--- src/hw/rtl/mbp_pkg.sv ---
// shared constants, parse modes and controller/datapath interface structs
// for the midi byte stream parser; no dependencies
`default_nettype none

package mbp_pkg;

   localparam int PARSE_DEPTH_DEF = 64;

   // parse modes
   localparam logic [2:0] MODE_READY = 3'd0;
   localparam logic [2:0] MODE_TWO   = 3'd1;
   localparam logic [2:0] MODE_THREE = 3'd2;
   localparam logic [2:0] MODE_EXCL  = 3'd3;
   localparam logic [2:0] MODE_TC    = 3'd4;
   localparam logic [2:0] MODE_SYS1  = 3'd5;
   localparam logic [2:0] MODE_SYS2  = 3'd6;
   localparam logic [2:0] MODE_SYS3  = 3'd7;

   // result kinds
   localparam logic [1:0] KIND_TWO   = 2'd0;
   localparam logic [1:0] KIND_THREE = 2'd1;
   localparam logic [1:0] KIND_SYSEX = 2'd2;
   localparam logic [1:0] KIND_NONE  = 2'd3;

   // byte codes
   localparam logic [7:0] BYTE_RS_INIT = 8'h80;
   localparam logic [7:0] BYTE_SYSEX   = 8'hF0;
   localparam logic [7:0] BYTE_TC      = 8'hF1;
   localparam logic [7:0] BYTE_SPP     = 8'hF2;
   localparam logic [7:0] BYTE_SSEL    = 8'hF3;
   localparam logic [7:0] BYTE_TUNE    = 8'hF6;
   localparam logic [7:0] BYTE_EOX     = 8'hF7;
   localparam logic [7:0] BYTE_MMC_NRT = 8'h7E;
   localparam logic [7:0] BYTE_MMC_RT  = 8'h7F;
   localparam logic [3:0] NIB_PROG     = 4'hC;
   localparam logic [3:0] NIB_PRESS    = 4'hD;
   localparam logic [3:0] NIB_SYS      = 4'hF;

   typedef struct packed {
      logic       is_data;
      logic       is_mmc;
      logic       is_eox;
      logic       is_start;
      logic [2:0] new_mode;
      logic       cnt_two;
      logic       cnt_last;
      logic       rd_last;
      logic       out_free;
   } dp_sts_type;

   typedef struct packed {
      logic start_msg;
      logic set_rs;
      logic run_status;
      logic append;
      logic clear;
      logic emit_two;
      logic emit_three;
      logic rd_start;
      logic emit_sysex;
   } dp_cmd_type;

endpackage

`default_nettype wire

--- src/hw/rtl/mbp_datapath.sv ---
// datapath: byte decode, running status, message bytes, sysex store and
// the result register; uses mbp_pkg
`default_nettype none

module mbp_datapath #(
   parameter int PARSE_DEPTH = mbp_pkg::PARSE_DEPTH_DEF
) (
   input  wire logic               clock,
   input  wire logic               reset,
   input  wire logic [7:0]         req_byte,
   input  wire mbp_pkg::dp_cmd_type cmd,
   output mbp_pkg::dp_sts_type     sts,
   input  wire logic               rsp_ready,
   output logic                    rsp_valid,
   output logic [1:0]              rsp_kind,
   output logic [7:0]              rsp_status,
   output logic [7:0]              rsp_data_one,
   output logic [7:0]              rsp_data_two,
   output logic                    rsp_last
);
   import mbp_pkg::*;

   localparam int CNT_W  = $clog2(PARSE_DEPTH + 1);
   localparam int ADDR_W = $clog2(PARSE_DEPTH);

   logic [7:0]        rs_ff, rs_in;
   logic [CNT_W-1:0]  cnt_ff, cnt_in;
   logic              valid_ff, valid_in;
   logic [7:0]        b0_ff, b1_ff;
   logic [CNT_W-1:0]  rd_idx_ff;
   logic [7:0]        mem_q_ff;
   logic [1:0]        kind_ff;
   logic [7:0]        stat_ff, d1_ff, d2_ff;
   logic              last_ff;
   logic [7:0]        mem [PARSE_DEPTH];
   logic              wr_en;
   logic [ADDR_W-1:0] wr_addr;
   logic [3:0]        hi;

   // byte decode and counter flags
   always_comb begin
      hi           = req_byte[7:4];
      sts          = '0;
      sts.is_data  = !req_byte[7];
      sts.is_mmc   = (req_byte == BYTE_MMC_NRT) || (req_byte == BYTE_MMC_RT);
      sts.is_eox   = (req_byte == BYTE_EOX);
      sts.new_mode = MODE_READY;
      if (req_byte[7]) begin
         if (hi == NIB_PROG || hi == NIB_PRESS) begin
            sts.is_start = 1'b1;
            sts.new_mode = MODE_TWO;
         end else if (hi != NIB_SYS) begin
            sts.is_start = 1'b1;
            sts.new_mode = MODE_THREE;
         end else begin
            unique case (req_byte)
               BYTE_SYSEX: begin sts.is_start = 1'b1; sts.new_mode = MODE_EXCL; end
               BYTE_TC:    begin sts.is_start = 1'b1; sts.new_mode = MODE_TC;   end
               BYTE_SPP:   begin sts.is_start = 1'b1; sts.new_mode = MODE_SYS3; end
               BYTE_SSEL:  begin sts.is_start = 1'b1; sts.new_mode = MODE_SYS2; end
               BYTE_TUNE:  begin sts.is_start = 1'b1; sts.new_mode = MODE_SYS1; end
               default: ; // real-time, eox and undefined system bytes
            endcase
         end
      end
      sts.cnt_two  = (cnt_ff == CNT_W'(2));
      sts.cnt_last = (cnt_ff == CNT_W'(PARSE_DEPTH - 1));
      sts.rd_last  = ((rd_idx_ff + CNT_W'(1)) == cnt_ff);
      sts.out_free = !valid_ff || rsp_ready;
   end

   always_comb begin
      rs_in  = rs_ff;
      cnt_in = cnt_ff;
      if (cmd.set_rs) rs_in = req_byte;
      if (cmd.start_msg) cnt_in = CNT_W'(1);
      if (cmd.run_status) cnt_in = CNT_W'(2);
      if (cmd.append) cnt_in = cnt_ff + CNT_W'(1);
      if (cmd.clear) cnt_in = '0;
      valid_in = valid_ff;
      if (cmd.emit_two || cmd.emit_three || cmd.emit_sysex) begin
         valid_in = 1'b1;
      end else if (rsp_ready) begin
         valid_in = 1'b0;
      end
   end

   always_ff @(posedge clock) begin
      if (reset) begin
         rs_ff    <= BYTE_RS_INIT;
         cnt_ff   <= '0;
         valid_ff <= 1'b0;
      end else begin
         rs_ff    <= rs_in;
         cnt_ff   <= cnt_in;
         valid_ff <= valid_in;
      end
   end

   // message bytes, read pointer and result payload
   always_ff @(posedge clock) begin
      if (cmd.start_msg) b0_ff <= req_byte;
      if (cmd.run_status) begin
         b0_ff <= rs_ff;
         b1_ff <= req_byte;
      end
      if (cmd.append && cnt_ff == CNT_W'(1)) b1_ff <= req_byte;
      if (cmd.rd_start) begin
         rd_idx_ff <= '0;
      end else if (cmd.emit_sysex) begin
         rd_idx_ff <= rd_idx_ff + CNT_W'(1);
      end
      if (cmd.emit_two) begin
         kind_ff <= KIND_TWO;
         stat_ff <= b0_ff;
         d1_ff   <= req_byte;
         d2_ff   <= 8'h00;
         last_ff <= 1'b1;
      end else if (cmd.emit_three) begin
         kind_ff <= KIND_THREE;
         stat_ff <= b0_ff;
         d1_ff   <= b1_ff;
         d2_ff   <= req_byte;
         last_ff <= 1'b1;
      end else if (cmd.emit_sysex) begin
         kind_ff <= KIND_SYSEX;
         stat_ff <= mem_q_ff;
         d1_ff   <= 8'h00;
         d2_ff   <= 8'h00;
         last_ff <= sts.rd_last;
      end
   end

   // sysex store, one write and one registered read per cycle
   always_comb begin
      wr_en   = cmd.start_msg || cmd.append;
      wr_addr = cmd.start_msg ? '0 : cnt_ff[ADDR_W-1:0];
   end

   always_ff @(posedge clock) begin
      if (wr_en) mem[wr_addr] <= req_byte;
      mem_q_ff <= mem[rd_idx_ff[ADDR_W-1:0]];
   end

   assign rsp_valid    = valid_ff;
   assign rsp_kind     = kind_ff;
   assign rsp_status   = stat_ff;
   assign rsp_data_one = d1_ff;
   assign rsp_data_two = d2_ff;
   assign rsp_last     = last_ff;

endmodule

`default_nettype wire

--- src/hw/rtl/mbp_ctrl.sv ---
// controller: parse mode tracking and sysex release sequencing
// drives the datapath commands; uses mbp_pkg
`default_nettype none

module mbp_ctrl (
   input  wire logic                clock,
   input  wire logic                reset,
   input  wire logic                req_valid,
   output logic                     req_ready,
   input  wire mbp_pkg::dp_sts_type sts,
   output mbp_pkg::dp_cmd_type      cmd
);
   import mbp_pkg::*;

   localparam logic [1:0] ST_IDLE = 2'd0;
   localparam logic [1:0] ST_RD   = 2'd1;
   localparam logic [1:0] ST_LD   = 2'd2;

   logic [1:0] state_ff, state_in;
   logic [2:0] mode_ff, mode_in;
   logic       acc;

   always_comb begin
      cmd       = '0;
      state_in  = state_ff;
      mode_in   = mode_ff;
      req_ready = (state_ff == ST_IDLE) && sts.out_free;
      acc       = req_valid && req_ready;
      unique case (state_ff)
         ST_IDLE: begin
            if (acc) begin
               if (sts.is_data) begin
                  unique case (mode_ff)
                     MODE_READY: begin
                        cmd.run_status = 1'b1;
                        mode_in        = MODE_THREE;
                     end
                     MODE_TWO: begin
                        cmd.emit_two = 1'b1;
                        cmd.clear    = 1'b1;
                        mode_in      = MODE_READY;
                     end
                     MODE_THREE: begin
                        if (sts.cnt_two) begin
                           cmd.emit_three = 1'b1;
                           cmd.clear      = 1'b1;
                           mode_in        = MODE_READY;
                        end else begin
                           cmd.append = 1'b1;
                        end
                     end
                     MODE_EXCL: begin
                        // store full without eox: drop the sysex
                        if (sts.cnt_last) begin
                           cmd.clear = 1'b1;
                           mode_in   = MODE_READY;
                        end else begin
                           cmd.append = 1'b1;
                        end
                     end
                     MODE_TC: begin
                        if (sts.is_mmc) begin
                           cmd.append = 1'b1;
                           mode_in    = MODE_EXCL;
                        end else begin
                           cmd.clear = 1'b1;
                           mode_in   = MODE_READY;
                        end
                     end
                     MODE_SYS3: begin
                        if (sts.cnt_two) begin
                           cmd.clear = 1'b1;
                           mode_in   = MODE_READY;
                        end else begin
                           cmd.append = 1'b1;
                        end
                     end
                     default: begin
                        cmd.clear = 1'b1;
                        mode_in   = MODE_READY;
                     end
                  endcase
               end else if (sts.is_eox && mode_ff == MODE_EXCL) begin
                  cmd.append   = 1'b1;
                  cmd.rd_start = 1'b1;
                  mode_in      = MODE_READY;
                  state_in     = ST_RD;
               end else if (sts.is_start) begin
                  cmd.start_msg = 1'b1;
                  cmd.set_rs    = (sts.new_mode == MODE_THREE);
                  mode_in       = (sts.new_mode == MODE_SYS1) ? MODE_READY : sts.new_mode;
               end
            end
         end
         ST_RD: state_in = ST_LD;
         ST_LD: begin
            if (sts.out_free) begin
               cmd.emit_sysex = 1'b1;
               if (sts.rd_last) begin
                  cmd.clear = 1'b1;
                  state_in  = ST_IDLE;
               end else begin
                  state_in = ST_RD;
               end
            end
         end
         default: state_in = ST_IDLE;
      endcase
   end

   always_ff @(posedge clock) begin
      if (reset) begin
         state_ff <= ST_IDLE;
         mode_ff  <= MODE_READY;
      end else begin
         state_ff <= state_in;
         mode_ff  <= mode_in;
      end
   end

endmodule

`default_nettype wire

--- src/hw/rtl/midi_byte_stream_parser.sv ---
// channel  | dir | ports              | contents
// req      | in  | tvalid/tready/tdata | tdata[7:0] midi_byte
// rsp      | out | tvalid/tready/tdata | tdata status_or_sysex_byte, data_one, data_two
//          |     | tuser/tlast         | tuser msg_kind, tlast last_of_run
//
// outside a sysex release, a byte is taken whenever the result register is empty
// or being drained in the same cycle.
// an eox releases the stored sysex one byte at a time (store read, then result
// load), up to PARSE_DEPTH bytes, with the input held off meanwhile.
// synchronous active-high reset; running status restarts at 0x80, no store clear.
// a stalled result stalls the input until it is taken.
`default_nettype none

module midi_byte_stream_parser #(
   parameter int PARSE_DEPTH = mbp_pkg::PARSE_DEPTH_DEF
) (
   input  wire logic        clock,
   input  wire logic        reset,
   input  wire logic        req_tvalid,
   output logic             req_tready,
   input  wire logic [7:0]  req_tdata,   // [7:0] midi_byte
   output logic             rsp_tvalid,
   input  wire logic        rsp_tready,
   output logic [23:0]      rsp_tdata,   // [7:0] status_or_sysex_byte, [15:8] data_one,
                                         // [23:16] data_two
   output logic [1:0]       rsp_tuser,   // [1:0] msg_kind
   output logic             rsp_tlast    // last_of_run
);
   import mbp_pkg::*;

   dp_cmd_type cmd;
   dp_sts_type sts;
   logic [7:0] rsp_status, rsp_data_one, rsp_data_two;

   mbp_ctrl u_ctrl (
      .clock     (clock),
      .reset     (reset),
      .req_valid (req_tvalid),
      .req_ready (req_tready),
      .sts       (sts),
      .cmd       (cmd)
   );

   mbp_datapath #(.PARSE_DEPTH(PARSE_DEPTH)) u_datapath (
      .clock        (clock),
      .reset        (reset),
      .req_byte     (req_tdata),
      .cmd          (cmd),
      .sts          (sts),
      .rsp_ready    (rsp_tready),
      .rsp_valid    (rsp_tvalid),
      .rsp_kind     (rsp_tuser),
      .rsp_status   (rsp_status),
      .rsp_data_one (rsp_data_one),
      .rsp_data_two (rsp_data_two),
      .rsp_last     (rsp_tlast)
   );

   assign rsp_tdata = {rsp_data_two, rsp_data_one, rsp_status};

endmodule

`default_nettype wire

--- config.mk ---
export PLATFORM = sky130hd
export DESIGN_NAME = midi_byte_stream_parser
export DESIGN_NICKNAME = d
export VERILOG_FILES = /design/src/hw/rtl/mbp_pkg.sv /design/src/hw/rtl/mbp_datapath.sv /design/src/hw/rtl/mbp_ctrl.sv /design/src/hw/rtl/midi_byte_stream_parser.sv
export SDC_FILE = /design/constraint.sdc
export NUM_CORES = 1
export LEC_CHECK = 0
export ABC_AREA = 1
export ABC_CLOCK_PERIOD_IN_PS = 8740
export BUFFER_PORTS_ARGS = -buffer_cell sky130_fd_sc_hd__buf_2
export CORE_MARGIN = 4
export CORE_UTILIZATION = 30
export DETAILED_ROUTE_END_ITERATION = 8
export GPL_ROUTABILITY_DRIVEN = 1
export SETUP_SLACK_MARGIN = 0.05
export SLEW_MARGIN = 20
export SYNTH_ARGS = -nofsm -noshare
export SYNTH_HDL_FRONTEND = slang
export SYNTH_HIERARCHICAL = 1
export SYNTH_SLANG_ARGS = --single-unit
--- constraint.sdc ---
create_clock -name clock -period 8.74 [get_ports clock]
set_input_delay 0.437 -clock clock [delete_from_list [all_inputs] [get_ports clock]]
set_output_delay 0.437 -clock clock [all_outputs]
set_load 0.01 [all_outputs]
==> metrics <==
status=completed; Top FF cell, synth=edfxtp_1; leakage=0.0113 µW; Place WS=3820 ps; Die H=302 µm; DRC errors left=0; final period utilization=0.494; min cycle time layout=4320 ps; CTS tree=yes; Slew Viols, Final=0; Area Overhead vs Synth=11.8%; Post-CTS Resized=0; first drt pass iteration count=5; Starting Density=0.303; Arr. time, crit path=4560 ps; post-route cell area=0.0289 mm²; IO buf count=40; total number of vias=17400; fmax=232 MHz; Clock Tree Root=clkbuf_16; Fin Setup TNS=0 ps; register area share after synthesis=0.668; Clock Sinks=591; hold_ws=63.9 ps; worst-path maximum fanout=69; max_cap viols=0; wire length on met3=4180 µm; multi-input logic area=0.00647 mm²; Critical Path Sink Type=flop; Vias/cell=4.72; row count=107; gpl congestion=0.871; first-pass GRT wire length=99800 µm; flops & latches, synth=591; Post-synth EDFFs=544; grt ovf=0; Setup Crit Path Kind=input pin to flop; Crit path required time=8980 ps; Placement Cell Area=0.0270 mm²; wire length on met2=32400 µm; asr flop ratio synth=0; worst clock skew=22.7 ps; Avg Cell Area, Syn=10.4 µm²; Worst Hold Class=input pin to flop; most common cell after layout, fill and taps aside=nand2_1; RSZ-0062 raised after global routing=false; total CTS buffers=55; full die area=0.0910 mm²; final wirelength=66300 µm; vias in the first global route=16800; latest clock arrival within the worst-skew pair=620 ps; share of layout cells above drive strength 1=0.0903; Worst Tran Pin Value=1110 ps; FF/Latch Area=0.0173 mm²; Antenna Nets Post-Route=0; synth warn=6; post-synth net total=2508; pin count of the biggest net entering global routing=247; Nets=2508; clk slew on worst S/H paths=60 ps; DRT iter0 DRCs=1620; antenna violations before repair=1; DR top layer=met4; Die Wd=302 µm; Mapped Cells=2492; maximum vdd drop=0.000135 V; H-tree depth=2; synthesized cell area=0.0259 mm²; wl on met1=27300 µm; diode count=0; Max-slew headroom=0.258; critical path startpoint category=input pin; dpl hpwl=39900 µm; Setup Buffers After CTS=0; Hold Vio Cnt, Final=0; pwr/cell area=237 mW/mm²; Final WS setup=4420 ps; distinct cell type count after synthesis=41; most frequent cells in the layout=nand2_1, edfxtp_1, nand3_1; fillers=8536; Setup Viol. Count Final=0; Core Area=0.0853 mm²; Tot GR Track Use=0.143; average wire per standard cell=18.0 µm; final core utilization=0.339; hold buffer count at cts=0; CTS Buffer Depth=3; I/O Pins=41
-- metal layers --
metal,GRT usage,vias up
met2,0.248,604
li1,-,8268
met3,0.0187,151
met1,0.182,8343
met5,0,-
met4,0.0550,0
-- worst max-delay path, stage by stage --
cell and delay, ps:
buf_2 80, buf_4 640, nand2_1 160, nor3_1 430, inv_1 140, nor3_1 300, nand2_4 120, nand2_1 120
o21ai_1 80, nor2_1 480, inv_1 190, nand2_1 240, nand3_1 380, nor2_1 710
-- cell usage after synthesis, types with 5 or more instances --
cell type  count  area share
nand2_2        6      0.0015
nor4_1         6      0.0015
or2_1         25      0.0060
clkbuf_1      27      0.0039
or2_2         39      0.0094
nand2_1      599       0.087
edfxtp_1     544        0.63
nand3_1      438       0.085
inv_1        378       0.055
nor2_2         5      0.0012
inv_2          7      0.0010
buf_2         65       0.013
nor3_1         9      0.0017
o211ai_1      29      0.0084
o21ai_0       52       0.010
a21oi_1       24      0.0046
buf_1          8      0.0012
buf_4          5      0.0015
o211ai_2      14      0.0068
nor2_1       117       0.017
dfxtp_1       47       0.036
buf_6         12      0.0052
-- power breakdown --
| group | internal, µW | leakage, µW | switching [µW] | total, µW |
|---|---|---|---|---|
| clock network | 1430 | 0.000903 | 1040 | 2470 |
| registers | 3150 | 0.00529 | 90.2 | 3240 |
| logic | 338 | 0.00513 | 810 | 1150 |
-- worst paths after layout --
path,startpoint,to,slack [ps],cells after the start
worst max-delay path,req_tdata[7],u_datapath/mem[41][4]$_DFFE_PP_,4420,14
worst min-delay path,reset,u_ctrl/state_ff[1]$_SDFFE_PP0P_,60,2
worst max register to register,u_datapath/cnt_ff[0]$_SDFFE_PP0P_,u_datapath/mem[41][4]$_DFFE_PP_,4860,12
worst min register to register,u_datapath/rsp_kind[1]$_SDFFE_PP0P_,u_datapath/rsp_kind[1]$_SDFFE_PP0P_,470,2
-- kinds of logic after synthesis --
logic type | after synthesis | share of synthesized area
simple gates | 1254 | 0.213
flops | 591 | 0.668
buf+inv | 509 | 0.0822
compound gates | 132 | 0.0338
fa+ha+maj | 4 | 0.00194
xor+xnor | 2 | 0.000677
-- layout make-up --
class / instances / area share
Sequential cell: 591 / 0.598
Clock inverter: 31 / 0.0134
Tap cell: 1144 / 0.0495
Inverter: 389 / 0.0508
Timing Repair Buffer: 63 / 0.0133
Clock buffer: 69 / 0.0508
Multi-Input combinational cell: 1392 / 0.224
-- stage by stage --
step | instances | total power [µW]
finish | 3679 | 6860
CTS | 3679 | 6910
global route | 3679 | 7140
floorplan | 2492 | 4080
global placement | 3579 | 4440
detailed placement | 3579 | 4450
-- sequential cells by signal, indices dropped and copies added, names as in the netlist, 3 cells and up --
register / flops
u_datapath/mem_q_ff: 8
u_datapath/rsp_status: 8
u_datapath/rsp_data_two: 8
u_datapath/rd_idx_ff: 7
u_datapath/cnt_ff: 7
u_datapath/b1_ff: 8
u_ctrl/mode_ff: 3
u_datapath/rs_ff: 8
u_datapath/mem: 512
u_datapath/rsp_data_one: 8
u_datapath/b0_ff: 8
No activity file was read; power rests on OpenSTA's default activity.
